`src/fmm_pkg.sv`:
```
// Shared constants, types and binary32 helpers for the matrix multiply core
`default_nettype none
package fmm_pkg;
   localparam int MaxRows  = 8;
   localparam int MaxInner = 8;
   localparam int MaxCols  = 8;
   localparam int RowW = $clog2(MaxRows);
   localparam int InnW = $clog2(MaxInner);
   localparam int ColW = $clog2(MaxCols);
   localparam logic [31:0] CanonNan = 32'h7FC0_0000;

   typedef enum logic [1:0] {
      OP_WRITE_A = 2'd0,
      OP_WRITE_B = 2'd1,
      OP_COMPUTE = 2'd2,
      OP_NONE    = 2'd3
   } opcode_type;

   typedef enum logic [1:0] {
      CSR_A_ROWS    = 2'd0,
      CSR_INNER_LEN = 2'd1,
      CSR_B_COLS    = 2'd2,
      CSR_NONE      = 2'd3
   } csr_index_type;

   // FPU operation request
   typedef struct packed {
      logic        start;
      logic        is_add;
      logic [31:0] op_a;
      logic [31:0] op_b;
   } fpu_req_type;

   typedef struct packed {
      logic        done;
      logic [31:0] result;
   } fpu_rsp_type;

   // Clamp a 4-bit dimension into 1..mx
   function automatic logic [3:0] clamp_dim(input logic [3:0] v, input logic [3:0] mx);
      logic [3:0] r;
      begin
         r = v;
         if (v == 4'd0) r = 4'd1;
         if (v > mx) r = mx;
         return r;
      end
   endfunction
endpackage
`default_nettype wire

```
`src/fmm_fpu.sv`:
```
// Shared multi-cycle binary32 multiply/add unit with round-to-nearest-even
`default_nettype none
module fmm_fpu (
   input  wire logic                 clock,
   input  wire logic                 reset,
   input  wire fmm_pkg::fpu_req_type req,
   output fmm_pkg::fpu_rsp_type      rsp
);
   import fmm_pkg::*;

   typedef enum logic [5:0] {
      ST_IDLE  = 6'b000001,
      ST_MUL   = 6'b000010,
      ST_ALIGN = 6'b000100,
      ST_ADD   = 6'b001000,
      ST_NORM  = 6'b010000,
      ST_ROUND = 6'b100000
   } fpu_state_type;

   fpu_state_type state_ff, state_in;
   logic        is_add_ff, is_add_in;
   logic        sa_ff, sa_in, sb_ff, sb_in;
   logic [9:0]  ea_ff, ea_in, eb_ff, eb_in;      // biased exponents
   logic [23:0] ma_ff, ma_in, mb_ff, mb_in;
   logic        spec_ff, spec_in;                // special-case result ready
   logic [31:0] spec_val_ff, spec_val_in;
   logic        rs_ff, rs_in;                    // result sign
   logic signed [10:0] re_ff, re_in;             // result exponent
   logic [49:0] rm_ff, rm_in;                    // result magnitude, point after bit 48
   logic [5:0]  nsh_ff, nsh_in;                  // leading zero count
   logic [31:0] res_ff, res_in;
   logic        done_ff, done_in;

   logic        a_nan, b_nan, a_inf, b_inf, a_zero, b_zero;
   logic [47:0] prod;
   logic [9:0]  ediff;
   logic [49:0] big, sml, sml_sh;
   logic        sticky;
   logic [50:0] sum_ext;
   logic [5:0]  lz;
   logic [49:0] nm;
   logic signed [10:0] ne;
   logic [49:0] dn;
   logic [24:0] mant_r;
   logic        g, st, lsb, rup;
   logic [8:0]  sh_dn;
   logic [31:0] packed_res;

   // Operand classification
   always_comb begin
      a_nan  = (req.op_a[30:23] == 8'hFF) && (req.op_a[22:0] != 23'd0);
      b_nan  = (req.op_b[30:23] == 8'hFF) && (req.op_b[22:0] != 23'd0);
      a_inf  = (req.op_a[30:23] == 8'hFF) && (req.op_a[22:0] == 23'd0);
      b_inf  = (req.op_b[30:23] == 8'hFF) && (req.op_b[22:0] == 23'd0);
      a_zero = (req.op_a[30:0] == 31'd0);
      b_zero = (req.op_b[30:0] == 31'd0);
   end

   assign prod  = ma_ff * mb_ff;
   assign ediff = ea_ff - eb_ff;

   // Sticky-preserving right shift of the smaller addend, then add or subtract
   always_comb begin
      big = {1'b0, ma_ff, 25'd0};
      sml = {1'b0, mb_ff, 25'd0};
      sticky = 1'b0;
      if (ediff > 10'd49) begin
         sml_sh = {49'd0, (mb_ff != 24'd0)};
      end else begin
         sml_sh = sml >> ediff[5:0];
         sticky = ((sml_sh << ediff[5:0]) != sml);
         sml_sh[0] = sml_sh[0] | sticky;
      end
      sum_ext = (sa_ff == sb_ff) ? ({1'b0, big} + {1'b0, sml_sh})
                                 : ({1'b0, big} - {1'b0, sml_sh});
   end

   // Leading zero count of the magnitude
   always_comb begin
      lz = 6'd50;
      for (int i = 0; i < 50; i++) begin
         if (rm_ff[i]) lz = 6'(49 - i);
      end
   end

   // Normalise to bit 49, denormalise, round and pack
   always_comb begin
      nm = rm_ff << nsh_ff;
      ne = re_ff - 11'(nsh_ff);
      dn = nm;
      sh_dn = 9'd0;
      if (ne < 11'sd1) begin
         sh_dn = 9'(11'sd1 - ne);
         if (sh_dn > 9'd50) dn = {49'd0, (nm != 50'd0)};
         else dn = (nm >> sh_dn[5:0]) | {49'd0, ((nm << (6'd50 - sh_dn[5:0])) != 50'd0)};
      end
      mant_r = {1'b0, dn[49:26]};
      g   = dn[25];
      st  = (dn[24:0] != 25'd0);
      lsb = dn[26];
      rup = g & (st | lsb);
      mant_r = mant_r + 25'(rup);
      if (ne < 11'sd1) begin
         packed_res = {rs_ff, 8'(mant_r[23]), mant_r[22:0]};
      end else if (mant_r[24]) begin
         if (ne + 11'sd1 >= 11'sd255) packed_res = {rs_ff, 8'hFF, 23'd0};
         else packed_res = {rs_ff, 8'(ne + 11'sd1), mant_r[23:1]};
      end else if (ne >= 11'sd255) begin
         packed_res = {rs_ff, 8'hFF, 23'd0};
      end else begin
         packed_res = {rs_ff, ne[7:0], mant_r[22:0]};
      end
   end

   // Sequence the operation
   always_comb begin
      state_in = state_ff;
      is_add_in = is_add_ff;
      sa_in = sa_ff; sb_in = sb_ff; ea_in = ea_ff; eb_in = eb_ff;
      ma_in = ma_ff; mb_in = mb_ff;
      spec_in = spec_ff; spec_val_in = spec_val_ff;
      rs_in = rs_ff; re_in = re_ff; rm_in = rm_ff; nsh_in = nsh_ff;
      res_in = res_ff;
      done_in = 1'b0;
      unique case (state_ff)
         ST_IDLE: begin
            if (req.start) begin
               is_add_in = req.is_add;
               sa_in = req.op_a[31];
               sb_in = req.op_b[31];
               ea_in = (req.op_a[30:23] == 8'd0) ? 10'd1 : {2'b0, req.op_a[30:23]};
               eb_in = (req.op_b[30:23] == 8'd0) ? 10'd1 : {2'b0, req.op_b[30:23]};
               ma_in = {(req.op_a[30:23] != 8'd0), req.op_a[22:0]};
               mb_in = {(req.op_b[30:23] != 8'd0), req.op_b[22:0]};
               spec_in = 1'b1;
               if (a_nan || b_nan) begin
                  spec_val_in = CanonNan;
               end else if (!req.is_add) begin
                  if ((a_inf && b_zero) || (b_inf && a_zero)) spec_val_in = CanonNan;
                  else if (a_inf || b_inf)
                     spec_val_in = {req.op_a[31] ^ req.op_b[31], 8'hFF, 23'd0};
                  else spec_in = 1'b0;
               end else begin
                  if (a_inf && b_inf && (req.op_a[31] != req.op_b[31])) spec_val_in = CanonNan;
                  else if (a_inf) spec_val_in = req.op_a;
                  else if (b_inf) spec_val_in = req.op_b;
                  else if (a_zero && b_zero)
                     spec_val_in = {req.op_a[31] & req.op_b[31], 31'd0};
                  else spec_in = 1'b0;
               end
               // Order addends so the first has the larger magnitude
               if (req.is_add && (req.op_b[30:0] > req.op_a[30:0])) begin
                  sa_in = req.op_b[31]; sb_in = req.op_a[31];
                  ea_in = (req.op_b[30:23] == 8'd0) ? 10'd1 : {2'b0, req.op_b[30:23]};
                  eb_in = (req.op_a[30:23] == 8'd0) ? 10'd1 : {2'b0, req.op_a[30:23]};
                  ma_in = {(req.op_b[30:23] != 8'd0), req.op_b[22:0]};
                  mb_in = {(req.op_a[30:23] != 8'd0), req.op_a[22:0]};
               end
               state_in = req.is_add ? ST_ALIGN : ST_MUL;
            end
         end
         ST_MUL: begin
            rs_in = sa_ff ^ sb_ff;
            rm_in = {prod, 2'b00};
            re_in = 11'(signed'({1'b0, ea_ff})) + 11'(signed'({1'b0, eb_ff})) - 11'sd126;
            state_in = ST_NORM;
         end
         ST_ALIGN: begin
            state_in = ST_ADD;
         end
         ST_ADD: begin
            rs_in = sa_ff;
            rm_in = sum_ext[50] ? {sum_ext[50:2], sum_ext[1] | sum_ext[0]} : sum_ext[49:0];
            re_in = 11'(signed'({1'b0, ea_ff})) + (sum_ext[50] ? 11'sd2 : 11'sd1);
            // Exact cancellation gives +0, unless a special result is already set
            if (!spec_ff && (sum_ext == 51'd0)) begin
               spec_in = 1'b1;
               spec_val_in = 32'd0;
            end
            state_in = ST_NORM;
         end
         ST_NORM: begin
            nsh_in = lz;
            state_in = ST_ROUND;
         end
         ST_ROUND: begin
            if (spec_ff) res_in = spec_val_ff;
            else if (rm_ff == 50'd0) res_in = {rs_ff, 31'd0};
            else res_in = packed_res;
            done_in = 1'b1;
            state_in = ST_IDLE;
         end
         default: state_in = ST_IDLE;
      endcase
   end

   always_ff @(posedge clock) begin
      if (reset) begin
         state_ff <= ST_IDLE;
         done_ff  <= 1'b0;
      end else begin
         state_ff <= state_in;
         done_ff  <= done_in;
      end
      is_add_ff <= is_add_in;
      sa_ff <= sa_in; sb_ff <= sb_in; ea_ff <= ea_in; eb_ff <= eb_in;
      ma_ff <= ma_in; mb_ff <= mb_in;
      spec_ff <= spec_in; spec_val_ff <= spec_val_in;
      rs_ff <= rs_in; re_ff <= re_in; rm_ff <= rm_in; nsh_ff <= nsh_in;
      res_ff <= res_in;
   end

   assign rsp.done   = done_ff;
   assign rsp.result = res_ff;
endmodule
`default_nettype wire

```
`config.mk`:
```
export PLATFORM = sky130hd
export DESIGN_NAME = fmm_fpu
export DESIGN_NICKNAME = d
export VERILOG_FILES = /design/src/fmm_pkg.sv /design/src/fmm_fpu.sv
export SDC_FILE = /design/constraint.sdc
export NUM_CORES = 2
export LEC_CHECK = 0
export BUFFER_PORTS_ARGS = -buffer_cell sky130_fd_sc_hd__buf_4
export CORE_UTILIZATION = 44
export CTS_CLUSTER_DIAMETER = 80
export DETAILED_ROUTE_END_ITERATION = 8
export GPL_TIMING_DRIVEN = 0
export HOLD_SLACK_MARGIN = 0.15
export RECOVER_POWER = 25
export SKIP_CTS_REPAIR_TIMING = 1
export SLEW_MARGIN = 10
export SYNTH_ARGS = -nofsm -noshare
export SYNTH_HDL_FRONTEND = slang
export SYNTH_SLANG_ARGS = --single-unit
```
`constraint.sdc`:
```
create_clock -name clock -period 12 [get_ports clock]
set_input_delay 1.8 -clock clock [delete_from_list [all_inputs] [get_ports clock]]
set_output_delay 1.8 -clock clock [all_outputs]
set_load 0.1 [all_outputs]
```
# Word-level counts from Yosys, hierarchy flattened

Index checks and enable logic that the tools add are counted.

Flip-flop bits (word level): 210

Mux-type cells: 98
Equal/unequal tests: 15
Multipliers: 1
Shift-type cells: 5
$lt $le $gt $ge: 6
Add/sub/neg operators: 11
Bitwise gates (word level): 8
Reductions and logical operators: 42

Operator list:

| kind                             | number |
|---|---|
| 2-to-1 mux 32 bit                | 11 |
| 2-to-1 mux 50 bit                | 4 |
| 2-to-1 mux 31 bit                | 5 |
| left shift 50 x 6 -> 50 bit      | 3 |
| 2-to-1 mux 6 bit                 | 18 |
| case mux 50 bit (2 select lines) | 1 |
| nonzero test 50 bit              | 2 |
| 2-to-1 mux 5 bit                 | 16 |
| case mux 32 bit (2 select lines) | 1 |
| zero test 31 bit                 | 2 |
| adder 49 x 50 -> 51 bit          | 1 |
| zero test 51 bit                 | 1 |
| 2-to-1 mux 51 bit                | 1 |
| subtractor 49 x 50 -> 51 bit     | 1 |
| zero test 50 bit                 | 1 |
| inequality test 50 x 49 -> 1 bit | 1 |
| OR 50 x 1 -> 50 bit              | 1 |
| >> shifter 49 x 6 -> 50 bit      | 1 |
| >> shifter 50 x 6 -> 50 bit      | 1 |
| multiplier 24 x 24 -> 48 bit     | 1 |
| 2-to-1 mux 24 bit                | 2 |
| zero test 23 bit                 | 2 |
| nonzero test 23 bit              | 2 |
| 2-to-1 mux 4 bit                 | 8 |
| other kinds (52)                 | 99 |

# Depth between registers and ports, before layout

Word-level depth: 49
Gate-level depth with buffers: 44

# Least setup slack after synthesis

OpenSTA, ideal clock, no wires.

Path type: reg2reg
Start: reg ea_ff[0]
End: reg spec_val_ff[0] (enable)
Path buffers: 7
Arrival: 10.695 ns
Stages on the path, launching flop included: 40
Setup slack: 0.833 ns
Clock period less this slack: 11.167 ns
Setup time: 0.472 ns
Path through: edfxtp_1 > inv_1 > ha_1 > inv_1 > fa_1 > xnor2_2 > buf_2 > clkbuf_1 > nand2_1 > o211ai_1 > nand4b_1 > or2_2 > clkbuf_1 > clkbuf_1 > buf_1 > buf_1 > clkbuf_1 > or3_1 > [... 4 more ...] > o21ba_2 > o21ai_0 > a21oi_1 > o21ai_0 > a21oi_1 > o21a_1 > o21a_1 > o21bai_1 > a221oi_1 > o31ai_1 > a221o_1 > a221oi_1 > o31ai_1 > a211oi_1 > or4_1 > nor3b_1 > a211o_1 > o32ai_1

Longest elaborated chain between the ends: 12
Elaborated cells on any way between the ends: 14
Those cells by class: add/sub: 3; order compare: 1; eq/ne: 2; shift: 2; mux: 2; bitwise: 1; reduce/logical: 3

Ends and longest elaborated chain:

| element                                                                 | line                         | source |
|---|---|---|
| start: declaration                                                      | fmm_fpu.sv:23                | `logic [9:0] ea_ff, ea_in, eb_ff, eb_in;` |
| start signal: assignment                                                | fmm_fpu.sv:206               | `sa_ff <= sa_in; sb_ff <= sb_in; ea_ff <= ea_in; eb_ff <= eb_in;` |
| subtractor 10 bit *                                                     | fmm_fpu.sv:60                | `assign ediff = ea_ff - eb_ff;` |
| >> shifter 49 x 6 -> 50 bit                                             | fmm_fpu.sv:70                | `sml_sh = sml >> ediff[5:0];` |
| left shift 50 x 6 -> 50 bit                                             | fmm_fpu.sv:71                | `sticky = ((sml_sh << ediff[5:0]) != sml);` |
| inequality test 50 x 49 -> 1 bit                                        | fmm_fpu.sv:71                |  |
| OR 1 bit                                                                | fmm_fpu.sv:72                | `sml_sh[0] = sml_sh[0] \| sticky;` |
| 2-to-1 mux 50 bit *                                                     | fmm_fpu.sv:67                | `if (ediff > 10'd49) begin` |
| subtractor 49 x 50 -> 51 bit or adder 49 x 50 -> 51 bit (tied branches) | fmm_fpu.sv:75, fmm_fpu.sv:74 |  |
| 2-to-1 mux 51 bit *                                                     | fmm_fpu.sv:74                | `sum_ext = (sa_ff == sb_ff) ? ({1'b0, big} + {1'b0, sml_sh})` |
| zero test 51 bit *                                                      | fmm_fpu.sv:176               | `if (!spec_ff && (sum_ext == 51'd0)) begin` |
| logical AND 1 bit *                                                     | fmm_fpu.sv:176               |  |
| inequality test 2 bit (no line) *                                       | n/a                          |  |
| AND reduction 5 bit (no line) *                                         | n/a                          |  |
| end signal: assignment                                                  | fmm_fpu.sv:208               | `spec_ff <= spec_in; spec_val_ff <= spec_val_in;` |
| end: declaration                                                        | fmm_fpu.sv:26                | `logic [31:0] spec_val_ff, spec_val_in;` |

Every way passes the cells marked *; elsewhere a longest branch is shown, timed or not.
A chain may end at the register's enable or synchronous reset.

# Worst setup path after layout

Start: reg ea_ff[0]
End: reg spec_val_ff[3] (enable)

Same word-level chain as after synthesis.

==> flow_summary_export.csv <==
group,metric,value,unit
status,outcome,"complete, but fails checks",
status,failed_checks,"capacitance limit, slew limit",
clock_tree,cts_sinks,206,
critical_path,path_max_fanout,17,
critical_path,cp.arrival,12.10,ns
final_layout,seq_area,6120,µm²
critical_path,crit_path_end_kind,"flop",
critical_path,rr_startpoint,"ea_ff[0]",
critical_path,slowest_delay,1.06,ns
floorplan,rows,120,
clock_tree,cts_tree,"yes",
timing,drv_slew,91,
timing,hold_viol,0,
floorplan,coreArea,107000,µm²
synth,synthFlopType,"edfxtp_1",
final_layout,fillers,10620,
timing,clock_skew,0.0325,ns
global_routing,grt_antenna_before_repair,11,
synth,yosysTopAreaCell,"fa_1",
clock_tree,clock-root-buffer,"clkbuf_16",
timing,post-route-min-period,11.78,ns
synth,ys_ff_latch,206,
clock_tree,cts_buffers,27,
synth,seq_area_frac_synth,0.129,
floorplan,die_area,109000,µm²
timing,setup_violations,0,
floorplan,die_y,330,µm
timing,slew_headroom,-0.919,
min_path,hold_depth,2,
placement,io_buffers,100,
critical_path,worstSetupStartpointType,"flop",
critical_path,path_class,"reg2reg",
global_routing,track_usage,0.418,
critical_path,cp-startpoint,"ea_ff[0]",
final_layout,multi_input_area,37600,µm²
floorplan,ios,101,
critical_path,critPathSlowestCell,"a211oi_1",
timing,fin_crit_sh,0.982,
synth,synth_area_per_cell,8.40,µm²
detailed_routing,remaining_drc_errors,0,
detailed_routing,wl,230,mm
final_layout,layout_common_cells,"nand2_1, inv_1, fa_1, nor2_1, ha_1",
final_layout,nets,6664,
synth,async_flop_share,0,
min_path,hp-class,"reg2reg",
detailed_routing,vias,47229,
timing,timing.fmax,0.0849,GHz
synth,synthTopCellsByArea,"fa_1, edfxtp_1, ha_1",
detailed_routing,via_per_inst,6.52,
synth,synth_edf_count,199,
final_layout,layout.cells.most_common,"nand2_1",
synth,ys_warn_count,0,
final_layout,area_growth,8.30,%
critical_path,worstRegToRegCells,38,
detailed_routing,drtIter0Drc,5801,
placement,routabilityCongestion,1.07,
floorplan,fp.dieW,330,µm
critical_path,ff2ff_setup_slack,0.22,ns
floorplan,start_util,0.444,
global_routing,grt_pass1_vias,45187,
detailed_routing,ant_nets,0,
placement,dpl.hpwl,188,mm
critical_path,required,12.32,ns
synth,netlist_instances,5645,
clock_tree,clkSlewWorstSetupHoldPaths,0.07,ns
synth,synth_cell_types,124,
job,maxCapViolCount,4,
synth,netlist_area,47400,µm²
global_routing,grt_pass1_wl,327,mm
synth,synth_top_cell_area_share,0.206,
global_routing,grt_overflow,0,
timing,worst_pin_slew,2.86,ns
final_layout,utilization,0.480,
clock_tree,htree_levels,1,
clock_tree,insertion_delay,0.62,ns
critical_path,cp-endpoint,"spec_val_ff[3]",
critical_path,reg2reg_to,"spec_val_ff[3]",
detailed_routing,post_drt_wl_per_cell,31.7,µm
final_layout,drive_gt1_frac,0.0990,
global_routing,grt_max_degree,63,
clock_tree,clockBufferDepth,3,
detailed_routing,dr.pass1.iters,9,
## cells in the mapped netlist, drive strengths merged (32+ instances only)
library cell  count
a21o             39
nand4            44
or3              40
mux2             89
nand3            90
nor4             61
mux4            135
o211ai           55
edfxtp          199
nand2           796
nor3            123
inv             641
a21oi           287
o22ai            54
buf             105
mux2i           147
clkbuf          271
xnor2            81
nor2            391
o21ai           271
ha              292
a22oi            34
xor2             36
and2            217
a22o             35
a211oi           71
nand2b           32
a31oi            51
nor2b            32
fa              487
## area by class of cell
class                   count  share of cell area
flip-flops and latches    206               0.119
diodes                      4            0.000195
plain buffers             376              0.0310
multi-input cells        4440               0.733
well taps                1403              0.0342
clock buffers              35              0.0139
clock inverters            15             0.00317
inverters                 644              0.0471
repair buffers            122              0.0185
## routing by layer
metal  global-route usage  wire length (µm)
met5                    0                51
met2                0.631             99300
met3               0.0966             23100
met4                0.266             18000
met1                0.538             89300
## state kept, by name, summed over array words and instances (netlist names), 6 cells and up
signal,count
ma_ff,24
rm_ff,50
spec_val_ff,32
state_ff,6
ea_ff,8
nsh_ff,6
res_ff,32
re_ff,11
eb_ff,8
mb_ff,24
## worst min-delay path by stage
stage / slack (ns) / startpoint / endpoint
floorplan: 0.50 / spec_val_ff[24] / res_ff[24]
global placement: 0.50 / spec_val_ff[24] / res_ff[24]
detailed placement: 0.51 / spec_val_ff[25] / res_ff[25]
CTS: 0.52 / spec_val_ff[25] / res_ff[25]
global route: 0.55 / state_ff[2] / state_ff[3]
finish: 0.52 / spec_val_ff[25] / res_ff[25]
## cell families (layout without fill, tap and decap cells)
| family | count (synthesis) | in the layout | synth area share |
|---|---|---|---|
| AND/OR/NAND/NOR | 1944 | 1944 | 0.192 |
| AO/OA/AOI/OAI | 1207 | 1207 | 0.173 |
| buffers and inverters | 1020 | 1192 | 0.0843 |
| adder cells (fa/ha/maj) | 779 | 779 | 0.283 |
| multiplexers | 371 | 371 | 0.117 |
| flip-flops | 206 | 206 | 0.129 |
| XOR/XNOR | 117 | 117 | 0.0219 |
| other | 1 | 26 | 0.0000791 |
## worst max-delay path: cells and delay by family, from the launching register on
family / cells / cell delay (ns)
AO/OA/AOI/OAI: 12 / 3.57
multiplexers: 2 / 1.05
buffers and inverters: 9 / 2.04
adder cells (fa/ha/maj): 3 / 1.10
XOR/XNOR: 1 / 0.42
AND/OR/NAND/NOR: 11 / 2.83
flip-flops: 1 / 0.43
## metrics by stage
stage               area, µm²  hold WS (ns)  setup TNS [ns]  instances  setup slack, ns
finish                  51300         0.519               0       7245            0.215
global route            51300         0.551       -0.000452       7241        -0.000452
CTS                     51100         0.519          -41.07       7230            -1.34
detailed placement      50200         0.506          -38.46       7180            -1.28
global placement        50000         0.501         -176.69       7169            -5.37
floorplan               47500         0.496               0       5666            0.833
Power is left out: the tool's default activity adds up to more than one toggle a clock period on the data nets, which glitch-free logic cannot reach.
